===== src/rtl/count_smaller_after_self_unit_assert.svh =====
// ----------------------------------------------------------------------------
// Assertion macros for count_smaller_after_self_unit
// Clocked checks on aclk, held off while aresetn is low.
// ----------------------------------------------------------------------------
`ifndef COUNT_SMALLER_AFTER_SELF_UNIT_ASSERT_SVH
`define COUNT_SMALLER_AFTER_SELF_UNIT_ASSERT_SVH

// Property must hold at every edge outside reset
`define CSAS_ASSERT_ALWAYS(lbl, cond, msg) \
    lbl: assert property (@(posedge aclk) disable iff (!aresetn) (cond)) else $error(msg);

// Antecedent in one cycle implies consequent in the next
`define CSAS_ASSERT_NEXT(lbl, ante, cons, msg) \
    lbl: assert property (@(posedge aclk) disable iff (!aresetn) (ante) |=> (cons)) \
        else $error(msg);

`endif


===== src/rtl/csas_pkg.sv =====
// ----------------------------------------------------------------------------
// csas_pkg
// Shared types and constants of the count-smaller-after-self unit.
// ----------------------------------------------------------------------------
package csas_pkg;

    localparam int VALUE_W          = 32;
    localparam int COUNT_W          = 4;
    localparam int POS_W            = 4;
    localparam int MAX_ELEMENTS_DEF = 16;

    localparam logic [COUNT_W-1:0] COUNT_MAX = {COUNT_W{1'b1}};
    localparam logic [POS_W-1:0]   POS_LAST  = {POS_W{1'b1}};

    // Input word
    typedef struct packed {
        logic signed [VALUE_W-1:0] sample_value;
        logic                      set_end;
    } in_word_t;

    // Result word
    typedef struct packed {
        logic [POS_W-1:0]   position;
        logic [COUNT_W-1:0] smaller_after;
        logic               dropped_flag;
        logic               final_result;
    } out_word_t;

    // Contents of one cell
    typedef struct packed {
        logic                      valid;
        logic signed [VALUE_W-1:0] value;
        logic [COUNT_W-1:0]        count;
    } cell_t;

    // Control broadcast to every cell
    typedef struct packed {
        logic ingest;   // a new value is taken in this cycle
        logic shift;    // chain moves one place toward cell 0
        logic clear;    // set is done, empty every cell
    } cell_ctrl_t;

endpackage


===== src/rtl/csas_cell.sv =====
// ----------------------------------------------------------------------------
// csas_cell
// One compare-and-count cell: holds a value and how many later values were
// strictly smaller. Loads when it is the first empty cell, shifts toward
// cell 0 while the set is read out.
// ----------------------------------------------------------------------------
module csas_cell (
    input  logic                                aclk,
    input  logic                                aresetn,
    input  csas_pkg::cell_ctrl_t                ctrl,
    input  logic signed [csas_pkg::VALUE_W-1:0] in_value,
    input  logic                                left_valid,
    input  csas_pkg::cell_t                     right_cell,
    output csas_pkg::cell_t                     cell_out
);

    logic                                valid_reg;
    logic signed [csas_pkg::VALUE_W-1:0] value_reg;
    logic [csas_pkg::COUNT_W-1:0]        count_reg;

    logic is_greater;

    // Stored value strictly above the newcomer
    assign is_greater = value_reg > in_value;

    // Occupancy
    always_ff @(posedge aclk) begin
        if (!aresetn) begin
            valid_reg <= 1'b0;
        end else if (ctrl.clear) begin
            valid_reg <= 1'b0;
        end else if (ctrl.shift) begin
            valid_reg <= right_cell.valid;
        end else if (ctrl.ingest && !valid_reg && left_valid) begin
            valid_reg <= 1'b1;
        end
    end

    // Value and running count
    always_ff @(posedge aclk) begin
        if (ctrl.shift) begin
            value_reg <= right_cell.value;
            count_reg <= right_cell.count;
        end else if (ctrl.ingest) begin
            if (valid_reg) begin
                if (is_greater && count_reg != csas_pkg::COUNT_MAX) begin
                    count_reg <= count_reg + 1'b1;
                end
            end else if (left_valid) begin
                value_reg <= in_value;
                count_reg <= '0;
            end
        end
    end

    assign cell_out = '{valid: valid_reg, value: value_reg, count: count_reg};

endmodule


===== src/rtl/count_smaller_after_self_unit.sv =====
// ----------------------------------------------------------------------------
// count_smaller_after_self_unit
// For each value of a set, counts the later values that are strictly smaller.
// ----------------------------------------------------------------------------
// Values enter one word per cycle into a row of MAX_ELEMENTS cells; every
// occupied cell compares itself with the newcomer in the same cycle and the
// first empty cell stores it. Once the word flagged set_end is taken, the
// input is held off and results leave from cell 0 one per cycle (while m_ready
// is high) as the row shifts toward it, in arrival order: min(n, MAX_ELEMENTS,
// 16) results for a set of n values, after which the row is empty and the next
// set may start. Values arriving to a full row are dropped and reported through
// dropped_flag on every result of that set. Counts saturate at 15.
// ----------------------------------------------------------------------------
module count_smaller_after_self_unit #(
    parameter int MAX_ELEMENTS = csas_pkg::MAX_ELEMENTS_DEF
) (
    input  logic                aclk,
    input  logic                aresetn,
    input  logic                s_valid,
    output logic                s_ready,
    input  csas_pkg::in_word_t  s_data,
    output logic                m_valid,
    input  logic                m_ready,
    output csas_pkg::out_word_t m_data
);

    typedef enum logic {
        ST_COLLECT,
        ST_DRAIN
    } state_t;

    state_t                     state_reg;
    logic                       overflow_reg;
    logic [csas_pkg::POS_W-1:0] pos_reg;

    csas_pkg::cell_t      cells [MAX_ELEMENTS+1];
    logic [MAX_ELEMENTS-1:0] vld;
    csas_pkg::cell_ctrl_t ctrl;

    logic in_fire;
    logic out_fire;
    logic row_full;
    logic last_out;

    // Handshakes
    assign s_ready  = (state_reg == ST_COLLECT);
    assign m_valid  = (state_reg == ST_DRAIN);
    assign in_fire  = s_valid && s_ready;
    assign out_fire = m_valid && m_ready;
    assign row_full = vld[MAX_ELEMENTS-1];

    // Last result: next cell empty or result limit reached
    assign last_out = !cells[1].valid || (pos_reg == csas_pkg::POS_LAST);

    // Cell control
    assign ctrl.ingest = in_fire && !row_full;
    assign ctrl.shift  = out_fire;
    assign ctrl.clear  = out_fire && last_out;

    // Row of cells; the slot past the end is always empty
    assign cells[MAX_ELEMENTS] = '0;

    for (genvar i = 0; i < MAX_ELEMENTS; i++) begin : g_cell
        logic left_v;
        if (i == 0) begin : g_first
            assign left_v = 1'b1;
        end else begin : g_rest
            assign left_v = cells[i-1].valid;
        end

        csas_cell u_cell (
            .aclk       (aclk),
            .aresetn    (aresetn),
            .ctrl       (ctrl),
            .in_value   (s_data.sample_value),
            .left_valid (left_v),
            .right_cell (cells[i+1]),
            .cell_out   (cells[i])
        );

        assign vld[i] = cells[i].valid;
    end

    // Sequencer: collect until the end word, then drain
    always_ff @(posedge aclk) begin
        if (!aresetn) begin
            state_reg    <= ST_COLLECT;
            overflow_reg <= 1'b0;
            pos_reg      <= '0;
        end else begin
            case (state_reg)
                ST_COLLECT: begin
                    if (in_fire) begin
                        if (row_full) begin
                            overflow_reg <= 1'b1;
                        end
                        if (s_data.set_end) begin
                            state_reg <= ST_DRAIN;
                        end
                    end
                    pos_reg <= '0;
                end
                ST_DRAIN: begin
                    if (out_fire) begin
                        pos_reg <= pos_reg + 1'b1;
                        if (last_out) begin
                            state_reg    <= ST_COLLECT;
                            overflow_reg <= 1'b0;
                        end
                    end
                end
                default: begin
                    state_reg <= ST_COLLECT;
                end
            endcase
        end
    end

    // Result word from the head cell
    assign m_data = '{
        position:      pos_reg,
        smaller_after: cells[0].count,
        dropped_flag:  overflow_reg,
        final_result:  last_out
    };

    `include "count_smaller_after_self_unit_assert.svh"

    `CSAS_ASSERT_ALWAYS(a_drain_head_valid, !m_valid || cells[0].valid, "drain from empty cell")
    `CSAS_ASSERT_ALWAYS(a_one_side_open, !(s_ready && m_valid), "input open during drain")
    `CSAS_ASSERT_ALWAYS(a_row_packed, (vld & (vld + MAX_ELEMENTS'(1))) == '0, "gap in cell row")
    `CSAS_ASSERT_NEXT(a_clear_after_final, ctrl.clear, s_ready && vld == '0, "row kept after set")

endmodule

===== config.mk =====
export PLATFORM = sky130hd
export DESIGN_NAME = count_smaller_after_self_unit
export DESIGN_NICKNAME = d
export VERILOG_FILES = /design/src/rtl/csas_pkg.sv /design/src/rtl/csas_cell.sv /design/src/rtl/count_smaller_after_self_unit.sv
export VERILOG_INCLUDE_DIRS = /design/src /design/src/rtl
export SDC_FILE = /design/constraint.sdc
export NUM_CORES = 1
export LEC_CHECK = 0
export BUFFER_PORTS_ARGS = -buffer_cell sky130_fd_sc_hd__buf_2
export CAP_MARGIN = 10
export CORE_ASPECT_RATIO = 0.8
export CORE_MARGIN = 1
export CORE_UTILIZATION = 50
export DETAILED_ROUTE_END_ITERATION = 16
export PLACE_DENSITY = 0.7
export RECOVER_POWER = 50
export SLEW_MARGIN = 10
export SYNTH_ARGS = -nofsm -noshare
export SYNTH_HDL_FRONTEND = slang
export SYNTH_SLANG_ARGS = --single-unit

===== constraint.sdc =====
create_clock -name aclk -period 11.07 [get_ports aclk]
set_input_delay 0.5535 -clock aclk [delete_from_list [all_inputs] [get_ports aclk]]
set_output_delay 0.5535 -clock aclk [all_outputs]
set_load 0.005 [all_outputs]

# --- Word level (Yosys, flattened, before mapping) ---
# Cells that the tools add are included.
# W data, S select, Z words.
word_totals:
  elab_cells: 465
  output_inout_bits: 12
  input_bits: 37
  register_bits: 598
op_classes:
  n_mux: 178
  addsub: 17
  n_reduce_logical: 148
  eq_ne: 52
  bitwise: 3
  magnitude_cmp: 16
op_table:
  columns: ["op", "count"]
  rows:
  - ["$mux W32", 59]
  - ["$gt A32 B32 Y1", 16]
  - ["$mux W4", 78]
  - ["$reduce_and A3 Y1", 30]
  - ["$add A4 B1 Y4 const B", 17]
  - ["$ne A4 B4 Y1 const B", 16]
  - ["$reduce_bool A2 Y1", 31]
  - ["$logic_and A1 B1 Y1", 51]
  - ["$ne A3 B3 Y1 const B", 15]
  - ["$reduce_bool A3 Y1", 14]
  - ["$mux W1", 38]
  - ["$ne A2 B2 Y1 const B", 16]
  - ["$logic_not A1 Y1", 16]
  - ["$ne A2 B1 Y1 const B", 4]
  - ["$pmux W4 S2", 1]
  - ["$eq A4 B4 Y1 const B", 1]
  - ["$pmux W1 S2", 2]
  - ["$reduce_and A2 Y1", 2]
  - ["$reduce_and A4 Y1", 1]
  - ["$not A1 Y1", 3]
  - ["$reduce_or A3 Y1", 1]
  - ["$reduce_or A2 Y1", 1]
  - ["$logic_or A1 B1 Y1", 1]

# --- Longest topological paths before layout ---
depth:
  word_depth: 7
  depth_mapped: 9
  depth_no_buf: 9

# --- Hierarchy ---
# From an unflattened synthesis, not the netlist that was laid out.
unflattened:
  hier_cells: 4016
  area_unflattened_um2: 38340.5
modules_own_cells:
  columns: ["mod", "cells_per_inst", "instances", "area_each_um2"]
  rows:
  - ["csas_cell", 249, 16, 2377.3]
  - ["count_smaller_after_self_unit", 32, 1, 304.0]

# --- Least setup slack after synthesis ---
# Ideal clock, no wire load.
synth_timing:
  path_type: "input -> register"
  startpoint: "input s_valid"
  endpoint: "register g_cell[14].u_cell.count_reg[0] (netlist name) (enable)"
  stages: 7
  arrival_time_ps: 4263
  setup_slack_ps: 6445
  setup_time_ps: 362
  t_required_ps: 10708
  path_buffers: 1
  cell_sequence: "nor3b_1 -> clkbuf_1 -> nand2_1 -> o21ai_0 -> nor4b_1 -> and4b_1 -> nor3_1"
synth_between:
  elab_chain_len: 4
synth_rtl:
  columns: ["element", "line", "rtl"]
  rows:
  - ["start: declaration", "count_smaller_after_self_unit.sv:19", "input logic s_valid,"]
  - ["$logic_and A1 B1 Y1", "count_smaller_after_self_unit.sv:48", "assign in_fire = s_valid && s_ready;"]
  - ["$logic_and A1 B1 Y1", "count_smaller_after_self_unit.sv:56", "assign ctrl.ingest = in_fire && !row_full;"]
  - ["$reduce_bool A2 Y1 (no line)", null, null]
  - ["$reduce_and A3 Y1 (no line)", null, null]
  - ["end signal: assignment", "csas_cell.sv:43", "count_reg <= right_cell.count;"]
  - ["end signal: assignment", "csas_cell.sv:47", "count_reg <= count_reg + 1'b1;"]
  - ["end: declaration", "csas_cell.sv:19", "logic [csas_pkg::COUNT_W-1:0] count_reg;"]
# No other way between the ends.
# A chain may end at the register's enable or synchronous reset.

# --- Worst setup path in the final report ---
layout_timing:
  startpoint: "register state_reg (netlist: m_valid)"
  endpoint: "register g_cell[11].u_cell.count_reg[2] (netlist name) (data pin)"
layout_between:
  elab_chain_len: 2
layout_rtl:
  columns: ["element", "line", "rtl"]
  rows:
  - ["start: declaration", "count_smaller_after_self_unit.sv:32", "state_t state_reg;"]
  - ["start signal: assignment", "count_smaller_after_self_unit.sv:87", "state_reg <= ST_COLLECT;"]
  - ["start signal: assignment", "count_smaller_after_self_unit.sv:98", "state_reg <= ST_DRAIN;"]
  - ["start signal: assignment", "count_smaller_after_self_unit.sv:107", "state_reg <= ST_COLLECT;"]
  - ["$logic_and A1 B1 Y1", "count_smaller_after_self_unit.sv:49", "assign out_fire = m_valid && m_ready;"]
  - ["$mux W4", "csas_cell.sv:41", "if (ctrl.shift) begin"]
  - ["end signal: assignment", "csas_cell.sv:43", null]
  - ["end signal: assignment", "csas_cell.sv:47", null]
  - ["end: declaration", "csas_cell.sv:19", null]
# No other way between the ends.

==> results.ini <==
[global_routing]
grt_start_max_net_pins=200
grt_overflow=0
grt_usage=0.272
first_global_vias=25084
antenna_found_initial=0
grt_pass1_wl_mm=146

[route]
antenna_left=0
drt_first_pass_iters=5
drt-met1-wl_mm=42.5
num_vias=25110
wl_met2_mm=41.8
vias_per_cell=6.31
wl_mm=94.9
dr_wl_met3_mm=7.87
drc=0
drt_first_iter_violations=2532
post_drt_wl_per_cell_um=23.8
route.top_layer_used=met4

[cts]
cts_max_level=3
cts_buffers=66
post-cts-setup-buffers=0
cts.sink_count=598
cts_root_buf=clkbuf_16
clk_latency_ns=0.62
holdBufCountCts=0
clk_pin_slew_ns=0.06
cts-resized-gates=0
cts_tree=yes
clk_path_buf_depth=3

[layout]
fin_area_um2=38100
n_fill_cell=5608
drive_gt1_frac=0.0639
antennaDiodeCount=0
multi_input_area_um2=16700
ff_latch_area_um2=17400
largest_reg_flops=512
syn_to_final_growth_pct=9.85
final_util=0.561
final_nets=3551

[pwr]
leakage_nw=17.0
combPwrFrac=0.150
swShare=0.273
intPower_w=0.00423
p_per_area_nw_per_um2=153
ir_worst_vdd_uv=120
fin_total_pwr_w=0.00581
p_switching_w=0.00159
clockPowerShare=0.372
p_seq_frac=0.478

[setup_path]
cp_cell_sequence=and2_0 -> clkbuf_1 -> nand2_1 -> o21ai_0
crit_family=buffers and inverters
worstPathMaxFanout=88
crit_path_end_kind=register
cp.arrival_ns=6.83
max_stage_delay_ns=2.73
required_ns=11.51
cp-start-kind=register
crit_path_top_delay_cell=clkbuf_1
critPathBufInv=1
crit_type=reg -> reg

[placement]
place_area_um2=36100
gp_congestion=0.905
numPortBuffers=48
dp_hpwl_mm=68.8

[logic_synthesis]
yosysSeqAreaShare=0.501
synth-seq-cells=598
syn-num-nets=3517
async_flop_share=0
synth_warnings=0
synth-main-ff-cell=edfxtp_1
syn_area_per_cell_um2=11.6
syn_area_um2=34700
syn_inst=2984
ys_types=59
synth-edff-count=540

[timing]
setup_violations=0
clock_skew_ns=0.0256
grt_setup_unrepaired=false
timing.setup.tns_ns=0
hold_viol_final=0
maxSlewViolCount=739
finalCritPeriodShare=0.577
layout_min_cycle_time_ns=6.39
fmaxAchievable_mhz=156
relSlewSlack=-1.47
max_slew.worst_pin.slew_ns=3.70

[outcome]
violations=max-capacitance violations, max-slew violations
outcome=finished with violations

[floorplan]
die_area_um2=70400
row_count=85
coreArea_um2=68000
die_w_um=296
die_h_um=238
start_util=0.510
num_io_pins=49

[run]
max-cap-violations=19

[hold_path]
hp-class=in -> reg

-- metrics by stage --
stage	setup slack, ns	hold WS, ns	std cells
2_1_floorplan	6.44	0.437	2984
3_3_place_gp	6.79	0.442	3859
3_5_place_dp	6.73	0.451	3863
4_1_cts	7.25	0.154	3982
5_1_grt	4.01	0.174	3982
6_report	4.68	0.173	3982
-- cells in the final DEF (no fill, tap or decap), drive strengths merged, types with 58 or more instances in the layout --
cell type  count
buf           80
dfxtp         58
clkbuf       123
nand2        260
ha           496
nand4        107
edfxtp       540
a21oi        204
o21ai        111
a21o         550
inv           61
nor2         100
-- kinds of logic (layout without fill, tap and decap cells) --
kind of cell             count (synthesis)  in the layout  share of synthesized area
multiplexers                             2              2                   0.000577
AND/OR/NAND/NOR                        647            647                     0.0904
flip-flops                             598            598                      0.501
adder cells (fa/ha/maj)                496            496                      0.179
XOR/XNOR                                41             41                     0.0104
buffers and inverters                  195            280                     0.0220
AO/OA/AOI/OAI                         1005           1005                      0.197
-- final timing paths --
path                                               startpoint                                            to  slack, ns  cells after the start
setup / recovery                           m_valid$_SDFF_PN0_      g_cell[11].u_cell.count_reg[2]$_DFFE_PP_       4.68                      4
hold / removal                                     s_data[18]  g_cell[15].u_cell.value_reg[17]$_SDFFE_PP0P_       0.17                      3
setup reg to reg                           m_valid$_SDFF_PN0_      g_cell[11].u_cell.count_reg[2]$_DFFE_PP_       4.68                      4
hold reg to reg   g_cell[15].u_cell.value_reg[1]$_SDFFE_PP0P_   g_cell[15].u_cell.value_reg[1]$_SDFFE_PP0P_       0.46                      2
-- power by group through the flow --
stage	clock network, W	registers (W)	logic (W)
2_1_floorplan	0	0.00278	0.000589
3_3_place_gp	0	0.00281	0.000818
3_5_place_dp	0	0.00282	0.000858
4_1_cts	0.00219	0.00277	0.000867
5_1_grt	0.00227	0.00280	0.000963
6_report	0.00216	0.00278	0.000871
-- cell usage after synthesis (all sizes together), types with 6 or more instances --
cell	n	area (um2)
a21o	550	4130
edfxtp	540	16200
ha	496	6210
nand2	260	976
a21oi	204	1020
clkbuf	129	494
o21ai	111	556
nand4	107	669
nor2	100	375
dfxtp	58	1160
inv	56	210
nand3	50	250
nor2b	41	257
a211oi	40	300
xnor2	24	210
nor3	18	90.1
xor2	17	149
nand3b	16	120
nor4	15	93.8
o21bai	15	113
and4	12	105
o211ai	12	90.1
a2111oi	11	96.3
o31ai	11	82.6
buf	10	60.1
a32oi	9	78.8
a31oi	8	50.1
and2	8	50.1
o311a	8	80.1
and3	6	37.5
-- worst register-to-register path: stages (launching register included) --
cell and delay [ns]:
dfxtp_1 0.47, and2_0 2.49, clkbuf_1 2.77, nand2_1 0.29, o21ai_0 0.22
-- layout make-up --
class,instances,area share
inverter,56,0.00552
sequential,598,0.456
multi-input combinational,2191,0.438
timing repair buffer,105,0.0159
clock buffer,98,0.0492
clock inverter,21,0.00512
tap,913,0.0300
-- routing by layer --
layer / vias up / track usage
li1: 11558 / -
met1: 12423 / 0.391
met2: 965 / 0.415
met3: 164 / 0.0511
met4: 0 / 0.0847
met5: - / 0
Power figures use the tool's default switching activity.
